**src/hsl_to_rgb_converter_core_defines.svh**
```systemverilog
// Assertion macros shared by the HSL to RGB converter RTL.
`ifndef HSL_TO_RGB_CONVERTER_CORE_DEFINES_SVH
`define HSL_TO_RGB_CONVERTER_CORE_DEFINES_SVH

`ifndef ASSERT_OFF
// Check a property on clk_i, muted while rst_ni is low
`define H2R_ASSERT(lbl, prop) \
  lbl: assert property (@(posedge clk_i) disable iff (!rst_ni) prop) \
    else $error("hsl_to_rgb_converter_core: assertion failed");
// Check a property on clk_i through reset as well
`define H2R_ASSERT_RST(lbl, prop) \
  lbl: assert property (@(posedge clk_i) prop) \
    else $error("hsl_to_rgb_converter_core: reset assertion failed");
`else
`define H2R_ASSERT(lbl, prop)
`define H2R_ASSERT_RST(lbl, prop)
`endif

`endif

```
**src/hsl2rgb_pkg.sv**
```systemverilog
// Types, widths and constants shared by the HSL to RGB converter stages.
package hsl2rgb_pkg;

  // Field widths
  localparam int unsigned HUE_W   = 15;
  localparam int unsigned LEVEL_W = 8;

  // Q16 values in [0, 1.0] need one integer bit
  localparam int unsigned Q_W = 17;
  localparam logic [Q_W-1:0] ONE_Q16 = 17'h10000;

  // Hue divide by 60 << frac bits is done as (hue << (14 - frac)) / 15.
  // Widths are sized for the smallest fraction setting (widest numerator).
  localparam int unsigned HUE_SHIFT_BASE = 14;
  localparam int unsigned NUM_W          = HUE_W + HUE_SHIFT_BASE;
  localparam int unsigned RECIP_SHIFT    = 32;
  localparam int unsigned RECIP_W        = 29;
  localparam logic [RECIP_W-1:0] RECIP_15 = 29'h11111111;  // floor(2^32 / 15)
  localparam int unsigned PROD_W         = NUM_W + RECIP_W;
  localparam int unsigned HQ_W           = PROD_W - RECIP_SHIFT;
  localparam int unsigned HUE_DIVISOR    = 15;

  // Sector of the hue circle, each 60 degrees wide
  localparam int unsigned SECTOR_COUNT = 6;
  typedef enum logic [2:0] {
    SEC_RED_YEL = 3'd0,
    SEC_YEL_GRN = 3'd1,
    SEC_GRN_CYN = 3'd2,
    SEC_CYN_BLU = 3'd3,
    SEC_BLU_MAG = 3'd4,
    SEC_MAG_RED = 3'd5
  } sector_e;

  // Stage 1: lightness, saturation, chroma factor, hue reciprocal product
  typedef struct packed {
    logic [Q_W-1:0]    lq;
    logic [Q_W-1:0]    sq;
    logic [Q_W-1:0]    tq;
    logic [NUM_W-1:0]  num;
    logic [PROD_W-1:0] prod;
  } s1_t;

  // Stage 2: chroma and hue in sectors (Q16)
  typedef struct packed {
    logic [Q_W-1:0]  lq;
    logic [Q_W-1:0]  cq;
    logic [HQ_W-1:0] hq;
  } s2_t;

  // Stage 3: channel terms and sector
  typedef struct packed {
    logic [Q_W-1:0] cq;
    logic [Q_W-1:0] xq;
    logic [Q_W-1:0] mq;
    sector_e        sector;
  } s3_t;

endpackage

```
**src/hsl2rgb_front.sv**
```systemverilog
// Stage 1: Q16 conversion of lightness and saturation, hue reciprocal multiply.
module hsl2rgb_front import hsl2rgb_pkg::*; #(
  parameter int unsigned HUE_FRACTION_BITS = 6
) (
  input  logic               clk_i,
  input  logic               en_i,
  input  logic [HUE_W-1:0]   hue_angle_i,
  input  logic [LEVEL_W-1:0] saturation_i,
  input  logic [LEVEL_W-1:0] lightness_i,
  output s1_t                s1_o
);

  localparam int unsigned HueShift = HUE_SHIFT_BASE - HUE_FRACTION_BITS;
  localparam logic [Q_W:0] OneWide = {1'b0, ONE_Q16};

  // x * 65536 / 255 rounded down equals x * 257, plus one at full scale
  function automatic logic [Q_W-1:0] to_q16(input logic [LEVEL_W-1:0] x);
    logic [Q_W-1:0] rep;
    rep = {1'b0, x, x};
    return rep + Q_W'(x == {LEVEL_W{1'b1}});
  endfunction

  logic [Q_W-1:0] lq, sq;
  logic [Q_W:0]   twice_l, dist_l;
  s1_t            s1_d, s1_q;

  always_comb begin
    lq = to_q16(lightness_i);
    sq = to_q16(saturation_i);
    // Chroma factor 1 - |2L - 1|
    twice_l = {lq, 1'b0};
    if (twice_l >= OneWide) begin
      dist_l = twice_l - OneWide;
    end else begin
      dist_l = OneWide - twice_l;
    end
    s1_d.lq   = lq;
    s1_d.sq   = sq;
    s1_d.tq   = Q_W'(OneWide - dist_l);
    // Hue numerator and reciprocal product for the divide by 15
    s1_d.num  = NUM_W'(hue_angle_i) << HueShift;
    s1_d.prod = PROD_W'(s1_d.num) * PROD_W'(RECIP_15);
  end

  // Advance when the next stage takes the item
  always_ff @(posedge clk_i) begin
    if (en_i) begin
      s1_q <= s1_d;
    end
  end

  assign s1_o = s1_q;

endmodule

```
**src/hsl2rgb_chroma.sv**
```systemverilog
// Stage 2: chroma multiply and quotient correction for the hue divide.
module hsl2rgb_chroma import hsl2rgb_pkg::*; (
  input  logic clk_i,
  input  logic en_i,
  input  s1_t  s1_i,
  output s2_t  s2_o
);

  logic [2*Q_W-1:0] c_prod;
  logic [HQ_W-1:0]  q_est;
  logic [NUM_W:0]   q_times;
  logic [NUM_W:0]   rem;
  s2_t              s2_d, s2_q;

  always_comb begin
    // Chroma = tq * sq >> 16
    c_prod = (2*Q_W)'(s1_i.tq) * (2*Q_W)'(s1_i.sq);
    // Estimate is the true quotient or one below it
    q_est   = s1_i.prod[PROD_W-1:RECIP_SHIFT];
    q_times = ((NUM_W+1)'(q_est) << 4) - (NUM_W+1)'(q_est);
    rem     = {1'b0, s1_i.num} - q_times;
    s2_d.lq = s1_i.lq;
    s2_d.cq = c_prod[Q_W+15:16];
    s2_d.hq = q_est + HQ_W'(rem >= (NUM_W+1)'(HUE_DIVISOR));
  end

  // Advance when the next stage takes the item
  always_ff @(posedge clk_i) begin
    if (en_i) begin
      s2_q <= s2_d;
    end
  end

  assign s2_o = s2_q;

endmodule

```
**src/hsl2rgb_mix.sv**
```systemverilog
// Stage 3: hue sector decode, secondary component X and lightness offset m.
module hsl2rgb_mix import hsl2rgb_pkg::*; (
  input  logic clk_i,
  input  logic en_i,
  input  s2_t  s2_i,
  output s3_t  s3_o
);

  logic [HQ_W-17:0]  sector_raw;
  logic [Q_W-1:0]    frac2, dist_h, wq;
  logic [2*Q_W-1:0]  x_prod;
  s3_t               s3_d, s3_q;

  always_comb begin
    // Hues past the last sector take the first sector's mapping
    sector_raw = s2_i.hq[HQ_W-1:16];
    if (sector_raw >= (HQ_W-16)'(SECTOR_COUNT)) begin
      s3_d.sector = SEC_RED_YEL;
    end else begin
      s3_d.sector = sector_e'(sector_raw[2:0]);
    end
    // Weight 1 - |H mod 2 - 1|
    frac2 = s2_i.hq[Q_W-1:0];
    if (frac2 >= ONE_Q16) begin
      dist_h = frac2 - ONE_Q16;
    end else begin
      dist_h = ONE_Q16 - frac2;
    end
    wq      = ONE_Q16 - dist_h;
    x_prod  = (2*Q_W)'(s2_i.cq) * (2*Q_W)'(wq);
    s3_d.cq = s2_i.cq;
    s3_d.xq = x_prod[Q_W+15:16];
    s3_d.mq = s2_i.lq - (s2_i.cq >> 1);
  end

  // Advance when the next stage takes the item
  always_ff @(posedge clk_i) begin
    if (en_i) begin
      s3_q <= s3_d;
    end
  end

  assign s3_o = s3_q;

endmodule

```
**src/hsl2rgb_out.sv**
```systemverilog
// Stage 4: channel mux, offset add, scale by 255, clamp and output registers.
module hsl2rgb_out import hsl2rgb_pkg::*; (
  input  logic               clk_i,
  input  logic               en_i,
  input  s3_t                s3_i,
  output logic [LEVEL_W-1:0] red_level_o,
  output logic [LEVEL_W-1:0] green_level_o,
  output logic [LEVEL_W-1:0] blue_level_o
);

  // (v * 255) >> 16, saturated to the 8-bit range
  function automatic logic [LEVEL_W-1:0] to_level(input logic [Q_W:0] v);
    logic [Q_W+LEVEL_W:0] scaled;
    logic [Q_W+LEVEL_W-16:0] whole;
    scaled = ((Q_W+LEVEL_W+1)'(v) << LEVEL_W) - (Q_W+LEVEL_W+1)'(v);
    whole  = scaled[Q_W+LEVEL_W:16];
    if (whole > (Q_W+LEVEL_W-15)'({LEVEL_W{1'b1}})) begin
      return {LEVEL_W{1'b1}};
    end
    return whole[LEVEL_W-1:0];
  endfunction

  logic [Q_W-1:0]     r_v, g_v, b_v;
  logic [LEVEL_W-1:0] red_d, green_d, blue_d;
  logic [LEVEL_W-1:0] red_q, green_q, blue_q;

  // Place C and X on the channels by sector
  always_comb begin
    unique case (s3_i.sector)
      SEC_YEL_GRN: begin r_v = s3_i.xq; g_v = s3_i.cq; b_v = '0;      end
      SEC_GRN_CYN: begin r_v = '0;      g_v = s3_i.cq; b_v = s3_i.xq; end
      SEC_CYN_BLU: begin r_v = '0;      g_v = s3_i.xq; b_v = s3_i.cq; end
      SEC_BLU_MAG: begin r_v = s3_i.xq; g_v = '0;      b_v = s3_i.cq; end
      SEC_MAG_RED: begin r_v = s3_i.cq; g_v = '0;      b_v = s3_i.xq; end
      default:     begin r_v = s3_i.cq; g_v = s3_i.xq; b_v = '0;      end
    endcase
    red_d   = to_level({1'b0, r_v} + {1'b0, s3_i.mq});
    green_d = to_level({1'b0, g_v} + {1'b0, s3_i.mq});
    blue_d  = to_level({1'b0, b_v} + {1'b0, s3_i.mq});
  end

  // Hold the result while the receiver stalls
  always_ff @(posedge clk_i) begin
    if (en_i) begin
      red_q   <= red_d;
      green_q <= green_d;
      blue_q  <= blue_d;
    end
  end

  assign red_level_o   = red_q;
  assign green_level_o = green_q;
  assign blue_level_o  = blue_q;

endmodule

```
**src/hsl_to_rgb_converter_core.sv**
```systemverilog
// Top level of the HSL to RGB converter: stage control and stage instances.
//
// Usage:
//   Input channel (in_valid_i / in_ready_o) carries one HSL pixel per item:
//   hue_angle_i in degrees times 2^HUE_FRACTION_BITS, saturation_i and
//   lightness_i as 8-bit fractions of 255. Output channel
//   (out_valid_o / out_ready_i) returns one 8-bit RGB pixel per item.
//   An accepted item moves through the four register stages in order and is
//   shown on the output from the last. Throughput is one item per cycle while
//   out_ready_i is high; the four register stages (Q16 setup and hue
//   reciprocal multiply, chroma multiply and quotient correction, X multiply,
//   channel scale and clamp) each hold one item, with one valid bit per stage.
//   When the receiver holds out_ready_i low, the output register keeps its
//   item and earlier stages fill their empty slots; in_ready_o drops only
//   once all four stages hold items. Reset clears every valid bit, so the
//   block comes out of reset empty and ready. No configuration is needed.
`include "hsl_to_rgb_converter_core_defines.svh"

module hsl_to_rgb_converter_core import hsl2rgb_pkg::*; #(
  parameter int unsigned HUE_FRACTION_BITS = 6
) (
  input  logic               clk_i,
  input  logic               rst_ni,
  input  logic               in_valid_i,
  output logic               in_ready_o,
  input  logic [HUE_W-1:0]   hue_angle_i,
  input  logic [LEVEL_W-1:0] saturation_i,
  input  logic [LEVEL_W-1:0] lightness_i,
  output logic               out_valid_o,
  input  logic               out_ready_i,
  output logic [LEVEL_W-1:0] red_level_o,
  output logic [LEVEL_W-1:0] green_level_o,
  output logic [LEVEL_W-1:0] blue_level_o
);

  localparam int unsigned Stages = 4;

  logic [Stages-1:0] valid_d, valid_q;
  logic [Stages-1:0] en;
  s1_t               s1;
  s2_t               s2;
  s3_t               s3;

  // A stage may load when it is empty or its item moves on
  always_comb begin
    en[Stages-1] = !valid_q[Stages-1] || out_ready_i;
    for (int k = Stages - 2; k >= 0; k--) begin
      en[k] = !valid_q[k] || en[k+1];
    end
  end

  // Advance valid bits with the data
  always_comb begin
    valid_d[0] = en[0] ? in_valid_i : valid_q[0];
    for (int k = 1; k < Stages; k++) begin
      valid_d[k] = en[k] ? valid_q[k-1] : valid_q[k];
    end
  end

  always_ff @(posedge clk_i or negedge rst_ni) begin
    if (!rst_ni) begin
      valid_q <= '0;
    end else begin
      valid_q <= valid_d;
    end
  end

  assign in_ready_o  = en[0];
  assign out_valid_o = valid_q[Stages-1];

  hsl2rgb_front #(
    .HUE_FRACTION_BITS (HUE_FRACTION_BITS)
  ) u_front (
    .clk_i        (clk_i),
    .en_i         (en[0]),
    .hue_angle_i  (hue_angle_i),
    .saturation_i (saturation_i),
    .lightness_i  (lightness_i),
    .s1_o         (s1)
  );

  hsl2rgb_chroma u_chroma (
    .clk_i (clk_i),
    .en_i  (en[1]),
    .s1_i  (s1),
    .s2_o  (s2)
  );

  hsl2rgb_mix u_mix (
    .clk_i (clk_i),
    .en_i  (en[2]),
    .s2_i  (s2),
    .s3_o  (s3)
  );

  hsl2rgb_out u_out (
    .clk_i         (clk_i),
    .en_i          (en[3]),
    .s3_i          (s3),
    .red_level_o   (red_level_o),
    .green_level_o (green_level_o),
    .blue_level_o  (blue_level_o)
  );

  // Back pressure reaches the input only with every stage occupied
  `H2R_ASSERT(a_full_when_blocked, !in_ready_o |-> (&valid_q) && !out_ready_i)
  // An accepted item lands in the first stage
  `H2R_ASSERT(a_accept_lands, in_valid_i && in_ready_o |=> valid_q[0])
  // An item in the last compute stage moves to the output when it opens
  `H2R_ASSERT(a_stage_to_out, valid_q[2] && en[3] |=> out_valid_o)
  // Occupancy grows only through an accepted item
  `H2R_ASSERT(a_no_invented, !(in_valid_i && in_ready_o) |=> $countones(valid_q) <= $past($countones(valid_q)))
  // Reset empties the output
  `H2R_ASSERT_RST(a_reset_empty, !rst_ni |=> !out_valid_o)

endmodule
```
**config.mk**
```make
export PLATFORM = sky130hd
export DESIGN_NAME = hsl_to_rgb_converter_core
export DESIGN_NICKNAME = d
export VERILOG_FILES = /design/src/hsl2rgb_pkg.sv /design/src/hsl2rgb_front.sv /design/src/hsl2rgb_chroma.sv /design/src/hsl2rgb_mix.sv /design/src/hsl2rgb_out.sv /design/src/hsl_to_rgb_converter_core.sv
export VERILOG_INCLUDE_DIRS = /design/src /design/src/src
export SDC_FILE = /design/constraint.sdc
export NUM_CORES = 2
export LEC_CHECK = 0
export ABC_AREA = 1
export ABC_CLOCK_PERIOD_IN_PS = 11000
export BUFFER_PORTS_ARGS = -buffer_cell sky130_fd_sc_hd__clkbuf_2
export CAP_MARGIN = 10
export CORE_MARGIN = 2
export CORE_UTILIZATION = 65
export DETAILED_ROUTE_END_ITERATION = 6
export GPL_TIMING_DRIVEN = 0
export HOLD_SLACK_MARGIN = 0.05
export PLACE_DENSITY = 0.86
export SYNTH_ARGS = -nofsm -noshare
export SYNTH_HDL_FRONTEND = slang
export SYNTH_SLANG_ARGS = --single-unit
```
**constraint.sdc**
```tcl
create_clock -name clk_i -period 11 [get_ports clk_i]
set_clock_uncertainty 0.1 [all_clocks]
set_input_delay 2.2 -clock clk_i [delete_from_list [all_inputs] [get_ports clk_i]]
set_output_delay 2.2 -clock clk_i [all_outputs]
set_load 0.02 [all_outputs]
```
Yosys cells after proc, flatten, opt, wreduce, memory -nomap -nowiden:

Index checks and enable logic that the tools add are counted.

* bits in registers: 258
* latch bits: 0
* memory bits (writable): 0
* ROM bits: 0
* input bits: 35
* output and inout port bits: 26
* word-level logic and storage cells: 82
* memories: 0

* $add $sub $neg: 18
* multiply operators: 3
* divide/modulo/power cells: 0
* order comparisons: 7
* equality and inequality tests: 7
* shifts and indexed selects: 0
* multiplexer cells: 14
* bitwise operators: 0
* reduce and logical (&&, ||, !) cells: 14

Operators by type and width (count)
* 17-bit case mux with 2 select lines: 3
* 26-bit by 18-bit subtractor with 26-bit output: 3
* 17-bit subtractor (first input constant): 4
* 17-bit by 17-bit multiplier with 33-bit output: 2
* 17-bit by 17-bit adder with 18-bit output: 3
* 8-bit two-way mux: 6
* 15-bit by 29-bit multiplier with 44-bit output (second input constant): 1
* 16-bit by 1-bit adder with 17-bit output: 2
* 17-bit two-way mux: 2
* 17-bit subtractor (second input constant): 2
* 30-bit by 4-bit >= comparator with 1-bit output (second input constant): 1
* 10-bit by 8-bit > comparator with 1-bit output (second input constant): 3
* 23-bit by 30-bit subtractor with 30-bit output: 1
* 30-bit by 26-bit subtractor with 30-bit output: 1
* 26-bit by 1-bit adder with 26-bit output: 1
* 18-bit by 17-bit >= comparator with 1-bit output (second input constant): 1
* 17-bit >= comparator (second input constant): 1
* 17-bit by 16-bit subtractor with 17-bit output: 1
* 8-bit == test (second input constant): 2
* 2-bit OR reduction: 6
* 10-bit by 3-bit >= comparator with 1-bit output (second input constant): 1
* 3-bit by 2-bit == test with 1-bit output (second input constant): 2
* 3-bit == test (second input constant): 2
* 1-bit zero test: 4
* other kinds (3): 8

Depth between registers and ports, before layout:

* depth after elaboration: 8
* gate-level depth with buffers: 39
* mapped depth without buffers: 38

By module:

From an unflattened synthesis, not the netlist that was laid out.

* cell total of the unflattened synthesis: 5806
* area, all modules: 42741.0 um^2

Modules (own cells, without submodules)
* hsl2rgb_chroma: times used 1, cells each 2084, area each 15244.6 um^2, seq. area each 1801.7 um^2
* hsl2rgb_mix: times used 1, cells each 1552, area each 12517.0 um^2, seq. area each 1621.6 um^2
* hsl2rgb_out: times used 1, cells each 1410, area each 7552.2 um^2, seq. area each 720.7 um^2
* hsl2rgb_front: times used 1, cells each 743, area each 7264.5 um^2, seq. area each 3123.0 um^2
* hsl_to_rgb_converter_core: times used 1, cells each 17, area each 162.7 um^2, seq. area each 100.1 um^2

Worst setup path before layout:

OpenSTA, ideal clock, no wires.

* path type: input -> output
* from: input out_ready_i
* to: output in_ready_o
* arrival time: 6.079 ns
* required time: 8.700 ns
* setup slack: 2.621 ns
* cell stages on the path: 6
* buffers on the path: 0
* cells stage by stage: nor2_1 > inv_1 > nor2_1 > inv_1 > nor2_1 > nand2_1

* word-level cells in the longest chain between the ends: 4

RTL lines
* start, declared: line hsl_to_rgb_converter_core.sv:30 `input logic out_ready_i,`
* 1-bit logical OR: line hsl_to_rgb_converter_core.sv:46 `en[Stages-1] = !valid_q[Stages-1] || out_ready_i;`
* net u_out.en_i: line hsl2rgb_out.sv:4 `input logic en_i,`
* 1-bit logical OR: line hsl_to_rgb_converter_core.sv:48 `en[k] = !valid_q[k] || en[k+1];`
* net u_mix.en_i: line hsl2rgb_mix.sv:4 `input logic en_i,`
* 1-bit logical OR (2 in a row): line hsl_to_rgb_converter_core.sv:48
* end, declared: line hsl_to_rgb_converter_core.sv:25 `output logic in_ready_o,`

The timed path passes the listed nets, and every way through them passes these cells.

==> results.yml <==
yosys:
  synth_most_common_cell: "inv_1"
  synthAdderAreaFrac_pct: 38.9
  synth-async-reset-ratio_pct: 1.81
  synth-compound-area-share_pct: 7.08
  netlist_area_mm2: 0.0370
  synthTopCellsByCount: "inv_1, nand2_1, fa_1"
  synth_area_leaders: "fa_1, edfxtp_1, ha_1"
  ys_seq_area_share_pct: 17.9
  synth_mux_area_share_pct: 0
  synthSimpleGateAreaFrac_pct: 19.3
  yosysTopAreaCell: "fa_1"
  syn-mean-instance-area_um2: 7.97
  synth_flop_cell: "edfxtp_1"
  synth_cell_types: 61
  syn_inst: 4635
  ys_warn_count: 0
  synth_edf_count: 217
  syn_nets: 5544
  synth_xor_area_share_pct: 4.58
  synth_top_area_share_pct: 24.8
  synth.ff_latch_count: 221
  synth_top_family_by_area: "adder cells"
timing:
  final.setup.tns_ps: 0
  worstMarginPinSlew_ps: 1060
  rsz0062_at_grt: "no"
  period_needed_ps: 8450
  hold_viol: 0
  max_freq_mhz: 118
  slew_headroom_pct: 29.6
  report.final.slew_viol_count: 0
  setup_viol: 0
  min_period_over_period_pct: 76.8
clocking:
  clock_sinks: 221
  cts_hold_buf: 0
  worstSkewPairLatency_ps: 590
  post-cts-setup-buffers: 0
  ctsResizeCount: 0
  clock_path_buffers: 3
  htree_num_levels: 1
  cts_root_buf: "clkbuf_16"
  clkTransAtPathRegs_ps: 90
  cts_tree: "done"
  numCtsBuffers: 26
global_routing:
  grt_pass1_vias: 31572
  grt_usage_pct: 33.1
  grt_max_degree: 76
  antenna_found_initial: 1
  overflow: 0
  grt_pass1_wl_mm: 156
placement:
  gp_congestion: 1.05
  io_buffers: 60
  hpwlAfterDp_mm: 77.9
drt:
  dr.pass1.iters: 7
  vias_per_cell: 5.69
  drt-initial-drc-count: 2789
  final_antenna_net_count: 0
  routedWlPerCell_um: 17.4
  drcViolationCount: 1
  vias: 31280
  finalWirelength_mm: 95.9
floorplan:
  die_w_um: 242
  die-area_mm2: 0.0588
  die_h_um: 242
  core-area_mm2: 0.0563
  io_pins: 61
  start_util_pct: 65.7
  rows: 87
status:
  violations: "design-rule violations"
  outcome: "complete, but fails checks"
cells_and_area:
  drive_gt1_share_pct: 4.26
  final_nets: 5635
  diodes: 0
  areaGrowthSynthToFinish_pct: 5.88
critical_path:
  worstPathArrival_ps: 8720
  critPathKind: "reg -> reg"
  cp_max_fo: 10
  worstPathRequired_ps: 11270
  slowest_delay_ps: 540
  endpoint_kind: "register"
  worst_setup_path_start_kind: "register"
  cp_slowest_cell: "fa_1"
flow_run:
  cap_violations: 0
hold_path:
  hold_path_class: "reg -> reg"
[sequential cells by signal (all words and copies together) (netlist names)]
| register | cells |
|---|---|
| valid_q | 4 |
| u_out.blue_level_o | 8 |
| u_chroma.s2_o | 55 |
| u_front.s1_o | 84 |
| u_out.green_level_o | 8 |
| u_out.red_level_o | 8 |
| u_mix.s3_o | 54 |
[logic make-up (layout without fill, tap and decap cells)]
group | count (synthesis) | in the layout
compound gates | 462 | 462
xor+xnor | 189 | 189
fa+ha+maj | 874 | 874
buf+inv | 1190 | 1301
flops | 221 | 221
simple gates | 1699 | 1699
[critical path: cells and delay by family, from the launching register on]
family	cells	cell delay, ps
adders and majority gates	8	3710
buffers and inverters	10	970
DFF	1	370
and+or+nand+nor	9	1060
xor gates and xnor gates	2	670
AOI/OAI and AO/OA	4	1340
[path summary, 6_finish.rpt]
path / from / endpoint / slack, ps / cells past startpoint
max in group asynchronous: rst_ni / valid_q[1]$_DFFE_PN0P_ / 9300 / 1
hold reg to reg: u_front.s1_o[132]$_DFFE_PP_ / u_chroma.s2_o[54]$_DFFE_PP_ / 320 / 0
min in group asynchronous: rst_ni / valid_q[3]$_DFFE_PN0P_ / 1370 / 1
setup / recovery: u_chroma.s2_o[0]$_DFFE_PP_ / u_mix.s3_o[29]$_DFFE_PP_ / 2550 / 33
setup reg to reg: u_chroma.s2_o[0]$_DFFE_PP_ / u_mix.s3_o[29]$_DFFE_PP_ / 2550 / 33
hold / removal: u_front.s1_o[132]$_DFFE_PP_ / u_chroma.s2_o[54]$_DFFE_PP_ / 320 / 0
[cells in the final DEF, fill, tap and decap left out, drive strengths merged, types with 20 or more instances in the layout]
cell type	netlist	layout
fa	457	457
clkbuf	80	169
inv	1077	1080
xor2	145	145
nor2	357	357
ha	417	417
nand2	1026	1026
a21oi	210	210
nor3	41	41
xnor2	44	44
o21ai	114	114
nand4	61	61
nand3	171	171
buf	19	22
clkinv	13	21
o22ai	51	51
edfxtp	217	217
nand3b	20	20
[per-layer routing]
layer,global-route usage (%),wire length (µm),up-vias
li1,-,-,14611
met4,15.7,5390,2
met1,41.8,36900,14641
met5,0.245,14,-
met2,54.8,44000,1652
met3,6.69,9540,374
[metrics by stage]
step | instance area, µm² | setup WS [ps] | util [%] | cells | hold slack, ps
after global placement | 38200 | 820 | 67.9 | 5451 | 302
after global routing | 39100 | 2080 | 69.5 | 5502 | 334
final | 39100 | 2550 | 69.5 | 5502 | 317
after floorplan | 37000 | 2620 | - | 4635 | 300
after detailed placement | 38300 | 2750 | 68.0 | 5454 | 305
after CTS | 39100 | 2660 | 69.5 | 5502 | 318
[area by class of cell]
type,count,area [µm²]
plain buffers,100,449
clock buffers,29,662
clock inverters,19,191
fillers,4403,17100
inverters,1090,4100
multi-input cells,3224,25800
flip-flops and latches,221,6620
well taps,756,946
repair buffers,63,368
Power is not shown: default switching activity piles up to over one toggle a cycle in this logic, so the estimate is an artifact.
